$ cat config.mk
export PLATFORM = sky130hd
export DESIGN_NAME = nfbc_top_row
export DESIGN_NICKNAME = d
export VERILOG_FILES = /design/src/rtl/nfbc_pkg.sv /design/src/rtl/nfbc_cell.sv /design/src/rtl/nfbc_top_row.sv
export SDC_FILE = /design/constraint.sdc
export NUM_CORES = 1
export LEC_CHECK = 0
export BUFFER_PORTS_ARGS = -buffer_cell sky130_fd_sc_hd__buf_4
export CAP_MARGIN = 5
export CORE_ASPECT_RATIO = 0.5
export CORE_MARGIN = 2
export CORE_UTILIZATION = 60
export CTS_BUF_LIST = sky130_fd_sc_hd__clkbuf_8 sky130_fd_sc_hd__clkbuf_16
export CTS_CLUSTER_DIAMETER = 100
export DETAILED_ROUTE_END_ITERATION = 16
export GPL_TIMING_DRIVEN = 0
export HOLD_SLACK_MARGIN = 0.12
export PLACE_DENSITY = 0.83
export SETUP_SLACK_MARGIN = 0.5
export SYNTH_ARGS = -nofsm -noshare
export SYNTH_HDL_FRONTEND = slang
export SYNTH_SLANG_ARGS = --single-unit
$ cat constraint.sdc
create_clock -name i_clk -period 8.6 [get_ports i_clk]
set_clock_uncertainty 0.2 [all_clocks]
set_input_delay 0 -clock i_clk [delete_from_list [all_inputs] [get_ports i_clk]]
set_output_delay 0 -clock i_clk [all_outputs]
set_load 0.02 [all_outputs]
$ cat src/rtl/nfbc_pkg.sv
// Shared types and constants of the block cache replacement policy.
`default_nettype none
package nfbc_pkg;

    // Geometry and field widths
    localparam int NFBC_ENTRIES = 16;
    localparam int BLOCK_W      = 20;
    localparam int CMD_W        = 2;
    localparam int KIND_W       = 2;
    localparam int PERIOD_W     = 5;
    localparam int TICK_W       = 4;

    localparam logic [BLOCK_W-1:0]  LOW_BLOCK  = BLOCK_W'(2);
    localparam logic [PERIOD_W-1:0] MAX_PERIOD = PERIOD_W'(16);
    localparam logic [PERIOD_W-1:0] MIN_PERIOD = PERIOD_W'(1);

    // Command codes
    localparam logic [CMD_W-1:0] CMD_ALLOC  = 2'd0;
    localparam logic [CMD_W-1:0] CMD_ACCESS = 2'd1;
    localparam logic [CMD_W-1:0] CMD_TICK   = 2'd2;
    localparam logic [CMD_W-1:0] CMD_DELETE = 2'd3;

    // Result kinds
    localparam logic [KIND_W-1:0] KIND_DONE  = 2'd0;
    localparam logic [KIND_W-1:0] KIND_EVICT = 2'd1;
    localparam logic [KIND_W-1:0] KIND_WBACK = 2'd2;

    // Status codes
    localparam logic STAT_OK        = 1'b0;
    localparam logic STAT_NOT_FOUND = 1'b1;

    // One cache slot as it travels along the row
    typedef struct packed {
        logic [BLOCK_W-1:0] blk;
        logic               valid;
        logic               accessed;
        logic               dirty;
    } t_entry;

    // Operation broadcast to every cell
    typedef enum logic [2:0] {
        OP_HOLD,
        OP_ACCESS,
        OP_SHIFT,
        OP_COMPACT,
        OP_APPEND
    } t_cell_op;

    typedef struct packed {
        t_cell_op           op;
        logic [BLOCK_W-1:0] key;
        logic               wr;
    } t_cell_ctl;

    // Row status seen by the controller
    typedef struct packed {
        logic   full;
        logic   gap;
        t_entry head;
    } t_row_stat;

endpackage
`default_nettype wire

$ cat src/rtl/nfbc_cell.sv
// One cache slot of the row: holds an entry and takes its right neighbor's on a shift.
`default_nettype none
module nfbc_cell
    import nfbc_pkg::*;
(
    input  wire logic      i_clk,
    input  wire logic      i_rst_n,
    input  wire t_cell_ctl i_ctl,
    input  wire t_entry    i_right,
    input  wire logic      i_hole,
    output t_entry         o_entry,
    output logic           o_hole
);

    logic [BLOCK_W-1:0] r_blk;
    logic               r_valid;
    logic               r_accessed;
    logic               r_dirty;

    logic hit;
    logic take;
    logic fill;

    // Decode the broadcast operation for this slot
    always_comb begin
        hit  = r_valid && (r_blk == i_ctl.key);
        take = (i_ctl.op == OP_SHIFT) ||
               ((i_ctl.op == OP_COMPACT) && (i_hole || !r_valid));
        fill = (i_ctl.op == OP_APPEND) && !r_valid && !i_hole;
    end

    // Block number: payload, no reset
    always_ff @(posedge i_clk) begin
        if (take) begin
            r_blk <= i_right.blk;
        end else if (fill) begin
            r_blk <= i_ctl.key;
        end
    end

    // Valid and marks
    always_ff @(posedge i_clk) begin
        if (!i_rst_n) begin
            r_valid    <= 1'b0;
            r_accessed <= 1'b0;
            r_dirty    <= 1'b0;
        end else if (take) begin
            r_valid    <= i_right.valid;
            r_accessed <= i_right.accessed;
            r_dirty    <= i_right.dirty;
        end else if (fill) begin
            r_valid    <= 1'b1;
            r_accessed <= 1'b0;
            r_dirty    <= 1'b0;
        end else if ((i_ctl.op == OP_ACCESS) && hit) begin
            r_accessed <= 1'b1;
            r_dirty    <= r_dirty | i_ctl.wr;
        end
    end

    // Pass the entry left and the hole flag right
    assign o_entry = '{blk: r_blk, valid: r_valid, accessed: r_accessed, dirty: r_dirty};
    assign o_hole  = i_hole || !r_valid;

endmodule
`default_nettype wire

$ cat src/rtl/nfbc_top_row.sv
// Row of cache slot cells chained left to right, with the row status gathered for control.
`default_nettype none
module nfbc_top_row
    import nfbc_pkg::*;
#(
    parameter int ENTRIES = NFBC_ENTRIES
) (
    input  wire logic      i_clk,
    input  wire logic      i_rst_n,
    input  wire t_cell_ctl i_ctl,
    input  wire t_entry    i_tail,
    output t_row_stat      o_stat
);

    t_entry row   [ENTRIES];
    t_entry right [ENTRIES];
    logic   hole  [ENTRIES+1];
    logic   gap;

    assign hole[0] = 1'b0;

    // Build the chain: each cell sees its right neighbor, the last one the tail word
    for (genvar g = 0; g < ENTRIES; g++) begin : g_cell
        if (g == ENTRIES - 1) begin : g_last
            assign right[g] = i_tail;
        end else begin : g_mid
            assign right[g] = row[g+1];
        end
        nfbc_cell u_cell (
            .i_clk   (i_clk),
            .i_rst_n (i_rst_n),
            .i_ctl   (i_ctl),
            .i_right (right[g]),
            .i_hole  (hole[g]),
            .o_entry (row[g]),
            .o_hole  (hole[g+1])
        );
    end

    // Flag a free slot followed by a used one
    always_comb begin
        gap = 1'b0;
        for (int i = 0; i < ENTRIES - 1; i++) begin
            gap = gap | (!row[i].valid && row[i+1].valid);
        end
    end

    assign o_stat = '{full: !hole[ENTRIES], gap: gap, head: row[0]};

endmodule
`default_nettype wire
==> impl_metrics.prom <==
# TYPE chip_impl_metric gauge
chip_impl_info{name="final_common_cell",value="sky130_fd_sc_hd__nand2_1"} 1
chip_impl_metric{name="cts_max_level",unit=""} 2
chip_impl_metric{name="synthesis.area_per_instance",unit="um2"} 11.5
chip_impl_metric{name="required",unit="ns"} 8.84
chip_impl_metric{name="routabilityCongestion",unit=""} 0.978
chip_impl_metric{name="max_freq",unit="MHz"} 256
chip_impl_metric{name="grt_antenna_before_repair",unit=""} 0
chip_impl_metric{name="io_buffers",unit=""} 51
chip_impl_metric{name="tightest_slew",unit="ns"} 1.29
chip_impl_metric{name="timing.final.crit_period",unit="ns"} 3.91
chip_impl_metric{name="worstSkewPairLatency",unit="ns"} 0.54
chip_impl_metric{name="placed_cells",unit=""} 2249
chip_impl_metric{name="sequential_share_of_the_synthesized_area",unit="%"} 52.8
chip_impl_info{name="worst-setup-path-type",value="in -> reg"} 1
chip_impl_metric{name="cap_violations",unit=""} 0
chip_impl_info{name="synth-main-ff-cell",value="sky130_fd_sc_hd__edfxtp_1"} 1
chip_impl_metric{name="ff2ff_setup_slack",unit="ns"} 5.31
chip_impl_metric{name="clock_sink_count",unit=""} 368
chip_impl_metric{name="final_cells",unit=""} 2372
chip_impl_info{name="critical-path-top-cell-by-count",value="sky130_fd_sc_hd__dlygate4sd3_1"} 1
chip_impl_metric{name="rows",unit=""} 47
chip_impl_metric{name="cts.path.max_buffers",unit=""} 3
chip_impl_metric{name="p_leak",unit="uW"} 0.00828
chip_impl_metric{name="hold_viol_final",unit=""} 0
chip_impl_metric{name="critical_path.max_fanout",unit=""} 9
chip_impl_info{name="worstPathCellList",value="dlygate4sd3_1 -> buf_4 -> nor3b_2 -> nand4_1 -> dlygate4sd3_1 -> nor4_1 -> dlygate4sd3_1 -> nand4_1 -> nor3b_1 -> nor4_1"} 1
chip_impl_metric{name="wl",unit="mm"} 54.6
chip_impl_info{name="crit_path_capture_type",value="flop"} 1
chip_impl_metric{name="drv_slew",unit=""} 0
chip_impl_metric{name="synthCells",unit=""} 1748
chip_impl_metric{name="layout-area-overhead-vs-synth",unit="%"} 14.1
chip_impl_metric{name="start_util",unit="%"} 60.8
chip_impl_metric{name="fillers",unit=""} 2345
chip_impl_info{name="worstSetupStartpointType",value="input port"} 1
chip_impl_metric{name="clk_pin_slew_worst_paths",unit="ns"} 0.06
chip_impl_info{name="clock_tree_from_tritoncts",value="yes"} 1
chip_impl_metric{name="synth_nets",unit=""} 1797
chip_impl_metric{name="number_of_vias_in_the_routed_layout",unit=""} 14300
chip_impl_metric{name="drt_first_iter_violations",unit=""} 1809
chip_impl_metric{name="number_of_enable_flip_flop_cells_after_synthesis",unit=""} 320
chip_impl_metric{name="unique_cell_type_count_in_the_yosys_netlist",unit=""} 68
chip_impl_metric{name="grt_pass1_vias",unit=""} 13900
chip_impl_metric{name="chipHeight",unit="um"} 133
chip_impl_info{name="min-delay-path-class",value="in -> reg"} 1
chip_impl_metric{name="nNetsFinal",unit=""} 1955
chip_impl_info{name="ranking_of_synthesized_cells_by_area",value="sky130_fd_sc_hd__edfxtp_1 (48%), sky130_fd_sc_hd__mux2_2 (12%), sky130_fd_sc_hd__xor2_1 (7.2%)"} 1
chip_impl_info{name="r2r_path_end",value="g_cell[15].u_cell.r_dirty"} 1
chip_impl_metric{name="grt_max_degree",unit=""} 25
chip_impl_info{name="holdCritStartpoint",value="i_ctl[18]"} 1
chip_impl_metric{name="final_antenna_net_count",unit=""} 0
chip_impl_info{name="clock-root-buffer",value="sky130_fd_sc_hd__clkbuf_16"} 1
chip_impl_metric{name="placement.setup.worst_slack",unit="ns"} 5.73
chip_impl_metric{name="post_route_cells_drive_above_1_share",unit="%"} 22.0
chip_impl_metric{name="relSlewSlack",unit="%"} 13.6
chip_impl_metric{name="floorplan.die.width",unit="um"} 262
chip_impl_metric{name="netlist.area_leader.share",unit="%"} 48.0
chip_impl_metric{name="global_route.overflow_total",unit=""} 0
chip_impl_metric{name="pin_count",unit=""} 74
chip_impl_metric{name="synth.cell_area",unit="um2"} 20000
chip_impl_metric{name="num_antenna_cells",unit=""} 0
chip_impl_info{name="hold-path-endpoint",value="g_cell[2].u_cell.r_accessed"} 1
chip_impl_info{name="synth_top_area_cell",value="sky130_fd_sc_hd__edfxtp_1"} 1
chip_impl_metric{name="cts_buf_count",unit=""} 35
chip_impl_metric{name="timing.setup.tns",unit="ns"} 0
chip_impl_info{name="mostFrequentLayoutCells",value="sky130_fd_sc_hd__nand2_1 (333), sky130_fd_sc_hd__edfxtp_1 (320), sky130_fd_sc_hd__mux2_2 (210)"} 1
chip_impl_metric{name="dpl.hpwl",unit="mm"} 41.8
chip_impl_metric{name="power.density_cell_area",unit="nW/um2"} 191
chip_impl_metric{name="maximum_vdd_drop",unit="mV"} 0.115
chip_impl_metric{name="post-route-drc-count",unit=""} 0
chip_impl_metric{name="drt_pass1_iterations",unit=""} 5
chip_impl_metric{name="timing.critical_path.arrival",unit="ns"} 4.14
chip_impl_metric{name="route.detailed.vias_per_inst",unit=""} 6.03
chip_impl_metric{name="postSynthRegisterBits",unit=""} 368
chip_impl_info{name="worst_path_cell_with_the_longest_stage_delay",value="sky130_fd_sc_hd__nor3b_2"} 1
chip_impl_metric{name="groute.usage.overall",unit="%"} 31.1
chip_impl_metric{name="timing.final.crit_share",unit="%"} 45.4
chip_impl_metric{name="rr_worst_depth",unit=""} 9
chip_impl_metric{name="cts_repair_resize_count",unit=""} 0
chip_impl_metric{name="cp_slowest_stage_delay",unit="ns"} 1.03
chip_impl_metric{name="global_route_wire_length_before_repair",unit="mm"} 82.1
chip_impl_metric{name="setup_violations",unit=""} 0
chip_impl_metric{name="hold_ws",unit="ns"} 0.148
chip_impl_metric{name="finalWorstSetupSlack",unit="ns"} 4.69
chip_impl_info{name="status",value="complete, no violations"} 1
chip_impl_metric{name="design.core.area",unit="um2"} 32900
chip_impl_metric{name="die_area",unit="um2"} 34900
chip_impl_metric{name="worstHoldPathCells",unit=""} 6
chip_impl_metric{name="wl_per_cell",unit="um"} 23.0
chip_impl_metric{name="async_flop_share",unit="%"} 0
chip_impl_info{name="grt_setup_unrepaired",value="false"} 1
chip_impl_metric{name="place_area",unit="um2"} 21100
chip_impl_info{name="rr_startpoint",value="g_cell[1].u_cell.r_valid"} 1
chip_impl_metric{name="ys_warn_count",unit=""} 0
chip_impl_metric{name="final_std_cell_area_no_fill",unit="um2"} 22800
[per-layer routing]
layer	wire, um	share of wire [%]	global-route usage (%)
met5	0	0	0
met2	24700	45	49.3
met3	5720	10	6.54
met1	22100	40	42.5
met4	2060	3.8	12.3
[final cells by class]
type	instances	area, um2	area share [%]
Timing Repair Buffer	121	1130	4.94
Sequential cell	368	10600	46.3
Buffer	149	692	3.03
Clock buffer	39	953	4.17
Inverter	31	116	0.509
Tap cell	441	552	2.42
Clock inverter	23	143	0.624
Multi-Input combinational cell	1200	8690	38.0
[what timing repair did]
| action | CTS | global route |
|---|---|---|
| endpoints found under the hold margin | 84 | 0 |
| hold buffers | 61 | 0 |
| buffers inserted | 0 | 0 |
[registers in the layout, summed over array words and instances, names as in the netlist]
signal / flops
g_cell.u_cell.r_valid: 16
g_cell.u_cell.r_blk: 320
g_cell.u_cell.r_dirty: 16
g_cell.u_cell.r_accessed: 16
[worst max-delay path, delay by kind of cell]
| kind | cells | cell delay (ns) |
|---|---|---|
| buf+inv | 4 | 1.98 |
| simple gates | 6 | 2.15 |
[worst max path at each step]
stage / from / endpoint / slack [ns] / cells after the start
2_1_floorplan: i_ctl[21] / g_cell[1].u_cell.r_dirty / 5.63 / 7
3_3_place_gp: i_ctl[23] / g_cell[1].u_cell.r_dirty / 4.61 / 8
3_5_place_dp: g_cell[1].u_cell.r_valid / g_cell[14].u_cell.r_blk[6] / 5.73 / 7
4_1_cts: i_ctl[22] / g_cell[4].u_cell.r_dirty / 4.85 / 10
5_1_grt: i_ctl[21] / g_cell[4].u_cell.r_dirty / 4.71 / 10
6_report: i_ctl[22] / g_cell[4].u_cell.r_dirty / 4.69 / 10
[power by group]
| group | switching [uW] | internal [uW] | leakage [uW] |
|---|---|---|---|
| Clock | 678 | 852 | 0.000584 |
| Combinational | 387 | 272 | 0.00427 |
| Sequential | 78.3 | 2090 | 0.00343 |
| Total | 1140 | 3210 | 0.00828 |
[cell usage after synthesis, types with 5 or more instances]
master and n:
sky130_fd_sc_hd__buf_2 54, sky130_fd_sc_hd__edfxtp_1 320, sky130_fd_sc_hd__o221a_2 8, sky130_fd_sc_hd__o22ai_1 6, sky130_fd_sc_hd__a21oi_1 31, sky130_fd_sc_hd__nand2_1 333
sky130_fd_sc_hd__mux2_2 210, sky130_fd_sc_hd__o21ai_0 27, sky130_fd_sc_hd__nand3_1 18, sky130_fd_sc_hd__nor4_1 52, sky130_fd_sc_hd__a221oi_1 9, sky130_fd_sc_hd__nand4_1 54
sky130_fd_sc_hd__inv_1 28, sky130_fd_sc_hd__a21o_1 6, sky130_fd_sc_hd__buf_4 13, sky130_fd_sc_hd__a211oi_1 10, sky130_fd_sc_hd__dfxtp_1 48, sky130_fd_sc_hd__xnor2_1 152
sky130_fd_sc_hd__xor2_1 165, sky130_fd_sc_hd__nor2_1 29, sky130_fd_sc_hd__nor3_1 14, sky130_fd_sc_hd__o21a_1 5, sky130_fd_sc_hd__clkbuf_1 75
[kinds of logic (layout without fill, tap and decap cells)]
logic type	after synthesis	in the layout	synth area share [%]
simple gates	525	525	12.0
buf+inv	180	363	4.04
mux	213	213	12.0
flops	368	368	52.8
xor+xnor	317	317	13.9
compound gates	145	145	5.31
[metrics by stage]
step	power, uW	util [%]
2_1_floorplan	2620	-
3_3_place_gp	2790	63.6
3_5_place_dp	2820	64.2
4_1_cts	4340	69.4
5_1_grt	4470	69.4
6_report	4360	69.4
Note: power is estimated with default switching activity, not from simulation.
